<file path="src/rtl/csmr_pkg.sv">
// Package for the CAN segmented message reassembler.
// Holds store geometry, identifier position codes, the control state type
// and the byte-lane write request shared by the top level and the store.
package csmr_pkg;

  localparam int STORE_BYTES = 256;
  localparam int ROWS        = (STORE_BYTES + 7) / 8;
  localparam int ROW_W       = (ROWS > 1) ? $clog2(ROWS) : 1;
  localparam int ASM_W       = $clog2(STORE_BYTES + 1);
  localparam int SUM_W       = ASM_W + 1;
  localparam int LANES       = 8;

  localparam int IN_TDATA_W  = 104;
  localparam int OUT_TDATA_W = 96;
  localparam int OUT_TUSER_W = 2;

  typedef enum logic [1:0] {
    POS_NONE   = 2'd0,
    POS_FIRST  = 2'd1,
    POS_MIDDLE = 2'd2,
    POS_FINAL  = 2'd3
  } pos_t;

  typedef enum logic [1:0] {
    S_IDLE = 2'd0,
    S_BOOT = 2'd1,
    S_READ = 2'd2,
    S_LOAD = 2'd3
  } state_t;

  typedef enum logic {
    REG_LOCAL_STATION = 1'b0,
    REG_BOOT_FUNCTION = 1'b1
  } cfg_reg_t;

  // One byte per lane; lane b holds byte addresses with address mod 8 == b.
  typedef struct packed {
    logic [LANES-1:0]            we;
    logic [LANES-1:0][ROW_W-1:0] row;
    logic [LANES-1:0][7:0]       data;
  } store_wr_t;

endpackage

</file>
<file path="src/rtl/can_segmented_message_reassembler.sv">
// Top level of the CAN segmented message reassembler.
// Depends on csmr_pkg and csmr_store.
//
// Usage: one received extended frame enters per in_ transaction. Frames for
// this station are decoded from the identifier; a boot-function frame gives
// one result with the boot flag in out_tuser. Unsegmented frames and final
// segments deliver the message out of the byte store in 8-byte chunks, with
// out_tlast on the last chunk; first and middle segments give no result.
// Configuration writes on cfg_ are always taken and belong to idle periods.
// Flow: a frame without result frees the input the next cycle. Delivery
// reads one store row per chunk over the memory read port (S_READ issues
// the read, S_LOAD loads the chunk into the output register), and the next
// frame is taken only after the last chunk is loaded. A boot result is
// loaded from S_BOOT. The output register holds a chunk until it is taken
// and a row is fetched only when the slot frees; when the receiver stalls,
// reads stop and the output holds. Reset clears the assembly state and
// loads local_station 0, boot_function 15; the store needs no clearing.
module can_segmented_message_reassembler (
  input  logic         clk,
  input  logic         rst_n,
  input  logic         in_tvalid,
  output logic         in_tready,
  // [28:0] frame_id, [32:29] byte_count, [96:33] payload, [103:97] zero
  input  logic [csmr_pkg::IN_TDATA_W-1:0]  in_tdata,
  output logic         out_tvalid,
  input  logic         out_tready,
  // [63:0] chunk_data, [67:64] chunk_bytes, [76:68] message_length,
  // [84:77] source_id, [88:85] function_code, [95:89] zero
  output logic [csmr_pkg::OUT_TDATA_W-1:0] out_tdata,
  // [0] boot_request, [1] message_valid
  output logic [csmr_pkg::OUT_TUSER_W-1:0] out_tuser,
  output logic         out_tlast,
  input  logic         cfg_valid,
  output logic         cfg_ready,
  input  logic         cfg_index,
  input  logic [7:0]   cfg_data
);
  import csmr_pkg::*;

  state_t state_r, state_nxt;
  logic [7:0]       local_station_r;
  logic [3:0]       boot_function_r;
  logic             assembling_r, assembling_nxt;
  logic [6:0]       exp_seq_r, exp_seq_nxt;
  logic [ASM_W-1:0] asm_bytes_r, asm_bytes_nxt;
  logic [ASM_W-1:0] len_r, len_nxt;
  logic [ROW_W-1:0] cnt_r, cnt_nxt;
  logic [7:0]       src_r, src_nxt;
  logic [3:0]       func_r, func_nxt;

  logic                   out_valid_r, out_valid_nxt;
  logic [OUT_TDATA_W-1:0] out_tdata_r, out_tdata_nxt;
  logic [OUT_TUSER_W-1:0] out_tuser_r, out_tuser_nxt;
  logic                   out_tlast_r, out_tlast_nxt;
  logic                   out_load;

  // Frame decode
  logic [28:0] frame_id;
  logic [3:0]  byte_count;
  logic [63:0] payload;
  logic [7:0]  f_src, f_dst;
  logic [3:0]  f_func;
  logic [6:0]  f_seq;
  pos_t        f_pos;
  logic [3:0]  n_bytes;
  logic        accept, is_local, is_boot, in_order;

  assign frame_id   = in_tdata[28:0];
  assign byte_count = in_tdata[32:29];
  assign payload    = in_tdata[96:33];
  assign f_src      = frame_id[7:0];
  assign f_func     = frame_id[11:8];
  assign f_seq      = frame_id[18:12];
  assign f_pos      = pos_t'(frame_id[20:19]);
  assign f_dst      = frame_id[28:21];
  assign n_bytes    = byte_count[3] ? 4'd8 : byte_count;

  assign in_tready  = (state_r == S_IDLE);
  assign accept     = in_tvalid && in_tready;
  assign is_local   = (f_dst == local_station_r);
  assign is_boot    = is_local && (f_func == boot_function_r);
  assign in_order   = assembling_r
                   && ({1'b0, f_seq} == ({1'b0, exp_seq_r} + 8'd1))
                   && ((SUM_W'(asm_bytes_r) + SUM_W'(n_bytes)) <= SUM_W'(STORE_BYTES));

  // Configuration
  assign cfg_ready = 1'b1;

  always_ff @(posedge clk) begin
    if (!rst_n) begin
      local_station_r <= 8'd0;
      boot_function_r <= 4'hF;
    end else if (cfg_valid && cfg_ready) begin
      case (cfg_reg_t'(cfg_index))
        REG_LOCAL_STATION: local_station_r <= cfg_data;
        REG_BOOT_FUNCTION: boot_function_r <= cfg_data[3:0];
        default: ;
      endcase
    end
  end

  // Store write: base offset and whether this frame writes at all
  logic [ASM_W-1:0] wr_base;
  logic             wr_go;
  store_wr_t        st_wr;
  logic             rd_en;
  logic [63:0]      rd_data;

  always_comb begin
    wr_base = '0;
    wr_go   = 1'b0;
    if (accept && is_local && !is_boot) begin
      case (f_pos)
        POS_NONE, POS_FIRST: wr_go = 1'b1;
        POS_MIDDLE, POS_FINAL: begin
          wr_go   = in_order;
          wr_base = asm_bytes_r;
        end
        default: ;
      endcase
    end
  end

  always_comb begin
    logic [2:0]       off;
    logic [SUM_W-1:0] addr;
    st_wr = '0;
    for (int b = 0; b < LANES; b++) begin
      off  = 3'(b) - wr_base[2:0];
      addr = SUM_W'(wr_base) + SUM_W'(off);
      st_wr.we[b]   = wr_go && ({1'b0, off} < n_bytes) && (addr < SUM_W'(STORE_BYTES));
      st_wr.row[b]  = addr[ROW_W+2:3];
      st_wr.data[b] = payload[8*off +: 8];
    end
  end

  csmr_store u_store (
    .clk     (clk),
    .wr      (st_wr),
    .rd_en   (rd_en),
    .rd_row  (cnt_r),
    .rd_data (rd_data)
  );

  // Chunk sizing from the current row
  logic [ASM_W-1:0] rem;
  logic [3:0]       chunk_bytes;
  logic             chunk_last;
  logic [63:0]      chunk_data;

  assign rem         = len_r - ASM_W'({cnt_r, 3'b000});
  assign chunk_last  = (rem <= ASM_W'(8));
  assign chunk_bytes = chunk_last ? rem[3:0] : 4'd8;

  always_comb begin
    for (int i = 0; i < LANES; i++) begin
      chunk_data[8*i +: 8] = (4'(i) < chunk_bytes) ? rd_data[8*i +: 8] : 8'd0;
    end
  end

  // Control
  always_comb begin
    state_nxt      = state_r;
    assembling_nxt = assembling_r;
    exp_seq_nxt    = exp_seq_r;
    asm_bytes_nxt  = asm_bytes_r;
    len_nxt        = len_r;
    cnt_nxt        = cnt_r;
    src_nxt        = src_r;
    func_nxt       = func_r;
    rd_en          = 1'b0;
    out_load       = 1'b0;
    out_tdata_nxt  = out_tdata_r;
    out_tuser_nxt  = out_tuser_r;
    out_tlast_nxt  = out_tlast_r;

    case (state_r)
      S_IDLE: begin
        if (accept && is_local) begin
          src_nxt  = f_src;
          func_nxt = f_func;
          cnt_nxt  = '0;
          if (is_boot) begin
            assembling_nxt = 1'b0;
            exp_seq_nxt    = '0;
            asm_bytes_nxt  = '0;
            state_nxt      = S_BOOT;
          end else begin
            case (f_pos)
              POS_NONE: begin
                len_nxt   = ASM_W'(n_bytes);
                state_nxt = S_READ;
              end
              POS_FIRST: begin
                assembling_nxt = 1'b1;
                exp_seq_nxt    = f_seq;
                asm_bytes_nxt  = ASM_W'(n_bytes);
              end
              POS_MIDDLE: begin
                if (in_order) begin
                  exp_seq_nxt   = exp_seq_r + 7'd1;
                  asm_bytes_nxt = asm_bytes_r + ASM_W'(n_bytes);
                end
              end
              POS_FINAL: begin
                if (in_order) begin
                  len_nxt        = asm_bytes_r + ASM_W'(n_bytes);
                  assembling_nxt = 1'b0;
                  exp_seq_nxt    = '0;
                  asm_bytes_nxt  = '0;
                  state_nxt      = S_READ;
                end
              end
              default: ;
            endcase
          end
        end
      end
      S_BOOT: begin
        if (!out_valid_r || out_tready) begin
          out_load      = 1'b1;
          out_tdata_nxt = {7'd0, func_r, src_r, 9'd0, 4'd0, 64'd0};
          out_tuser_nxt = 2'b01;
          out_tlast_nxt = 1'b1;
          state_nxt     = S_IDLE;
        end
      end
      S_READ: begin
        // fetch only when the output slot is free on the following cycle
        if (!out_valid_r || out_tready) begin
          rd_en     = 1'b1;
          state_nxt = S_LOAD;
        end
      end
      S_LOAD: begin
        out_load      = 1'b1;
        out_tdata_nxt = {7'd0, func_r, src_r, 9'(len_r), chunk_bytes, chunk_data};
        out_tuser_nxt = 2'b10;
        out_tlast_nxt = chunk_last;
        if (chunk_last) begin
          state_nxt = S_IDLE;
        end else begin
          cnt_nxt   = cnt_r + ROW_W'(1);
          state_nxt = S_READ;
        end
      end
      default: state_nxt = S_IDLE;
    endcase
  end

  always_comb begin
    out_valid_nxt = out_valid_r;
    if (out_load) begin
      out_valid_nxt = 1'b1;
    end else if (out_tready) begin
      out_valid_nxt = 1'b0;
    end
  end

  always_ff @(posedge clk) begin
    if (!rst_n) begin
      state_r      <= S_IDLE;
      assembling_r <= 1'b0;
      exp_seq_r    <= '0;
      asm_bytes_r  <= '0;
      out_valid_r  <= 1'b0;
    end else begin
      state_r      <= state_nxt;
      assembling_r <= assembling_nxt;
      exp_seq_r    <= exp_seq_nxt;
      asm_bytes_r  <= asm_bytes_nxt;
      out_valid_r  <= out_valid_nxt;
    end
  end

  always_ff @(posedge clk) begin
    len_r       <= len_nxt;
    cnt_r       <= cnt_nxt;
    src_r       <= src_nxt;
    func_r      <= func_nxt;
    out_tdata_r <= out_tdata_nxt;
    out_tuser_r <= out_tuser_nxt;
    out_tlast_r <= out_tlast_nxt;
  end

  assign out_tvalid = out_valid_r;
  assign out_tdata  = out_tdata_r;
  assign out_tuser  = out_tuser_r;
  assign out_tlast  = out_tlast_r;

endmodule

</file>
<file path="src/rtl/csmr_store.sv">
// Message byte store: eight byte lanes, one synchronous memory per lane.
// Each lane takes one byte write per cycle at its own row; reads fetch one
// aligned row across all lanes with a registered result. Uses csmr_pkg.
module csmr_store (
  input  logic                      clk,
  input  csmr_pkg::store_wr_t       wr,
  input  logic                      rd_en,
  input  logic [csmr_pkg::ROW_W-1:0] rd_row,
  output logic [63:0]               rd_data
);
  import csmr_pkg::*;

  for (genvar b = 0; b < LANES; b++) begin : g_lane
    logic [7:0] lane_mem [ROWS];
    logic [7:0] lane_q_r;

    always_ff @(posedge clk) begin
      if (wr.we[b]) begin
        lane_mem[wr.row[b]] <= wr.data[b];
      end
      if (rd_en) begin
        lane_q_r <= lane_mem[rd_row];
      end
    end

    assign rd_data[8*b +: 8] = lane_q_r;
  end

endmodule

</file>
<file path="config.mk">
export PLATFORM = sky130hd
export DESIGN_NAME = can_segmented_message_reassembler
export DESIGN_NICKNAME = d
export VERILOG_FILES = /design/src/rtl/csmr_pkg.sv /design/src/rtl/can_segmented_message_reassembler.sv /design/src/rtl/csmr_store.sv
export SDC_FILE = /design/constraint.sdc
export NUM_CORES = 2
export LEC_CHECK = 0
export ABC_CLOCK_PERIOD_IN_PS = 6100
export BUFFER_PORTS_ARGS = -buffer_cell sky130_fd_sc_hd__buf_4
export CORE_MARGIN = 2
export CORE_UTILIZATION = 53
export DETAILED_ROUTE_END_ITERATION = 12
export GPL_TIMING_DRIVEN = 0
export PLACE_DENSITY = 0.7
export SLEW_MARGIN = 20
export SYNTH_ARGS = -nofsm -noshare
export SYNTH_HDL_FRONTEND = slang
export SYNTH_SLANG_ARGS = --single-unit
</file>
<file path="constraint.sdc">
create_clock -name clk -period 6.1 [get_ports clk]
set_clock_uncertainty 0.1 [all_clocks]
set_input_delay 0.915 -clock clk [delete_from_list [all_inputs] [get_ports clk]]
set_output_delay 0.915 -clock clk [all_outputs]
set_load 0.01 [all_outputs]
</file>
==> run summary <==
The flow ran to the end, but the final reports show violations. The final reports fail on capacitance limit, slew limit, setup timing. The run gives 0.163 GHz as the highest achievable clock rate. TritonCTS built the clock tree. The logs give 1 for the max-cap violation count and 191,000 um for the half-perimeter wire length after placement.

By count the netlist is led by sky130_fd_sc_hd__edfxtp_1 (2,230), sky130_fd_sc_hd__mux4_2 (640), sky130_fd_sc_hd__nand2_1 (426). Setup repair after global routing could not meet its margin everywhere. A synthesized cell averages 19.6 sq um.

The worst path required time is 6.48 ns, and the number of synthesized flops with an enable pin is 2,230. For the hold violation count in the final report, the log shows 0. The tree built by TritonCTS fans out to 2,262 sinks.

Synthesis handed over a netlist of 4,706 instances. Buffers inserted to repair hold after CTS numbered 0. For this run, the number of Yosys warnings is 0.

After layout, the worst path uses 101% of the clock period. Cells with a size suffix above 1 make up 33.5% of the layout. The via count of the first global-routing pass came out at 50,300.

The number of design-rule violations left by the first detailed-router iteration is 7,319, and the maximum net fanout on the critical path is 18. In the routed design, unresolved DRC markers number 0. The placeable core area is 173,000 sq um, and the stage delay of the slowest cell on the critical path is 0.91 ns.

Measured along the x axis, the die boundary spans 421 um. Clock-pin slew was measured on the worst setup and hold paths at 0.06 ns. At the pin with the least slew margin, the transition time is 1.60 ns. The final layout contains routed wiring with a total length of 268,000 um.

The run gives 0 as the total grt overflow. The logs give 4 for the initial antenna violation count and 37 for the maximum number of pins on one net before global-route repair. The post-synthesis async set-or-reset flop share was 0%; the number of buffer cells added on primary ports was 204. The tightest min-delay check is of the in -> reg type.

The tools report the area of the mapped netlist as 92,100 sq um. Cell accounting for the most synthesized area: sky130_fd_sc_hd__edfxtp_1. The final-stage net count was 5,521; the post-detailed-route via-to-cell ratio was 6.44. For the worst-skew pair, the clock arrives at the later sink with an insertion delay of 0.89 ns. The number of buffers created by CTS is 218, and the overall power of the completed layout is 31.0 mW. The worst slew margin relative to its limit was -6.86%.

Once detail routing completed, the nets flagged for antenna violations numbered 0. Kind of start point of the critical path: a primary input. The multi-input combinational cells in the finished layout cover a total of 25,800 sq um. The H-tree generated during clock tree synthesis spans 4 levels.

Registers take 67,600 sq um. The first global-routing pass estimated 376,000 um of wire. For this design the top-level I/O count stands at 220. STA classifies the critical path endpoint as a register. In this run the power density over the cells is 285 nW/um^2.

The setup path with the least slack is of type in -> reg. For the endpoint arrival time on the critical path, the log shows 6.51 ns. The run gives -0.0348 ns as the worst setup slack after layout.

The number of different library cells in the post-synthesis netlist was 76. After floorplanning, the core was divided into 153 placement rows. The area share of the largest cell type after synthesis works out to 72.7%.

The growth of design area from synthesis to finish came out at 17.9%. Dividing the detail-routed wire length by the instance count gives 34.0 um. On the critical path, the stage with the largest delay is an instance of sky130_fd_sc_hd__nor3_2. The peak supply drop was 0.314 mV.

The first detailed-routing pass took 5 iterations. The die covers 177,000 sq um. Overall via count from detail_route: 50,800. Walking the worst path, the cells encountered are buf_4, inv_1, ha_2, or2_2, o41a_1, and4_4, buf_2, buf_2, nand2_2, clkinv_1, buf_4, ha_1, buf_1, o2111ai_1, nor3_2.

The run gives 36.2 nW as the leakage power. The most common cell in the netlist was sky130_fd_sc_hd__edfxtp_1. Fill cells in the final layout number 11,700.

After layout, the minimum clock period comes to 6.13 ns. Across all hold checks on the routed design, the worst slack comes to 0.128 ns. The clock root buffer master was sky130_fd_sc_hd__clkbuf_16. The share of the Yosys chip area taken by registers is 73.4%.

In the synthesized netlist the dominant register cell turns out to be sky130_fd_sc_hd__edfxtp_1. At the end of routability-driven placement, the weighted congestion stood at 0.960. By area the synthesized netlist is led by sky130_fd_sc_hd__edfxtp_1 (73%), sky130_fd_sc_hd__mux4_2 (16%), sky130_fd_sc_hd__nand2_1 (1.7%), sky130_fd_sc_hd__mux2i_1 (1.5%), sky130_fd_sc_hd__nor4_1 (1.0%). The floorplan step set the die height to 421 um. The count of state elements after synthesis was 2,262; the max-slew violation total from the final report was 11.

The number of failing setup endpoints in the final timing report is 26, and the buffer levels on the longest clock path is 3. The starting utilization of the core area was 53.2%. The tools report the global-route total usage across every layer as 30.2%.
report_power, final:
| group | leakage [nW] | total, mW | internal [mW] | switching [mW] |
|---|---|---|---|---|
| Sequential | 20.5 | 17.1 | 17.1 | 0.00326 |
| Clock | 3.42 | 13.3 | 7.45 | 5.87 |
| Combinational | 12.3 | 0.605 | 0.150 | 0.455 |
flip-flops by register name, summed over array words and instances, names as in the netlist:
name                     count
out_tlast                    1
boot_function_r              4
exp_seq_r                    7
state_r                      2
assembling_r                 1
out_tdata                   89
local_station_r              8
len_r                        9
u_store.g_lane.lane_mem   2048
src_r                        8
out_tuser                    2
asm_bytes_r                  9
out_tvalid                   1
cnt_r                        5
u_store.g_lane.lane_q_r     64
func_r                       4
cell type report:
type                       instances  area share [%]
sequential                      2262            62.3
buffer                           281            1.15
inverter                          40           0.142
timing repair buffer             444            3.53
multi-input combinational       2124            23.8
tap                             2325            2.68
antenna                            1         0.00230
clock inverter                   144            1.18
clock buffer                     264            5.28
what timing repair did:
item | CTS | global route
pin swaps | 27 | 15
setup endpoints to repair | 3672 | 1102
setup buffers | 29 | 11
gates resized for setup | 145 | 74
cell usage in the layout, fill, tap and decap left out, types with 21 or more instances in the layout:
cell and instances:
sky130_fd_sc_hd__xnor2_1 36, sky130_fd_sc_hd__clkinv_2 45, sky130_fd_sc_hd__clkbuf_16 223, sky130_fd_sc_hd__mux2i_1 134
sky130_fd_sc_hd__buf_4 310, sky130_fd_sc_hd__nand2_2 30, sky130_fd_sc_hd__and3_1 22, sky130_fd_sc_hd__a21oi_1 47
sky130_fd_sc_hd__nor2b_1 21, sky130_fd_sc_hd__buf_1 38, sky130_fd_sc_hd__clkinv_1 59, sky130_fd_sc_hd__ha_1 28
sky130_fd_sc_hd__mux4_2 640, sky130_fd_sc_hd__nor3_1 21, sky130_fd_sc_hd__nor2_1 104, sky130_fd_sc_hd__buf_12 21
sky130_fd_sc_hd__nand3_1 46, sky130_fd_sc_hd__nor3_4 35, sky130_fd_sc_hd__mux2_2 33, sky130_fd_sc_hd__nor4_4 70
sky130_fd_sc_hd__dfxtp_1 32, sky130_fd_sc_hd__clkbuf_1 171, sky130_fd_sc_hd__and2_1 62, sky130_fd_sc_hd__nor3_2 30
sky130_fd_sc_hd__edfxtp_1 2230, sky130_fd_sc_hd__clkbuf_2 63, sky130_fd_sc_hd__nor4_2 80, sky130_fd_sc_hd__inv_1 34
sky130_fd_sc_hd__nand2_1 396, sky130_fd_sc_hd__buf_2 122, sky130_fd_sc_hd__o21ai_0 31
routing by layer:
layer  wire [um]  global-route usage [%]  vias up  share of wire, %
met3       27900                    7.46      558                10
met1       98400                    40.3    26600                37
met5           0                       0        -                 0
li1            -                       -    20700                 -
met4       16200                    15.8        0               6.0
met2      125000                    46.5     2965                47
critical path: cells and delay by family:
kind / cells / cell delay, ns
buffers and inverters: 7 / 2.20
AND/OR/NAND/NOR: 4 / 1.79
AO/OA/AOI/OAI: 2 / 1.05
adder cells (fa/ha/maj): 2 / 0.47
cells by family (layout without fill, tap and decap cells):
kind of cell | after synthesis | in the layout | share of synthesized area [%]
buffers and inverters | 326 | 1173 | 1.38
adder cells (fa/ha/maj) | 34 | 34 | 0.464
XOR/XNOR | 56 | 56 | 0.532
flip-flops | 2262 | 2262 | 73.4
multiplexers | 807 | 807 | 17.5
other | 2 | 9 | 0.00815
AO/OA/AOI/OAI | 196 | 196 | 1.41
AND/OR/NAND/NOR | 1023 | 1023 | 5.31
final timing paths:
kind,startpoint,cells past startpoint,end,slack (ns)
worst max-delay path,in_tdata[19],15,u_store.g_lane[3].lane_mem[27][2],-0.03
worst min-delay path,in_tdata[7],1,src_r[7],0.13
worst max register to register,boot_function_r[2],12,u_store.g_lane[3].lane_mem[27][2],0.14
worst min register to register,func_r[1],0,out_tdata[86],0.32
per-stage QoR:
stage / instances / instance area, sq um / setup slack, ns / utilization (%) / setup TNS [ns]
after floorplan: 4712 / 92300 / -0.230 / - / -60.40
after global placement: 7241 / 96800 / -4.47 / 55.9 / -
after detailed placement: 7441 / 100000 / -3.60 / 57.7 / -8633.48
after CTS: 7874 / 108000 / 0.0121 / 62.4 / 0
after global routing: 7884 / 109000 / -0.0422 / 62.7 / -1.10
final: 7885 / 109000 / -0.0348 / 62.7 / -0.601
(Power assumes the default switching activity.)
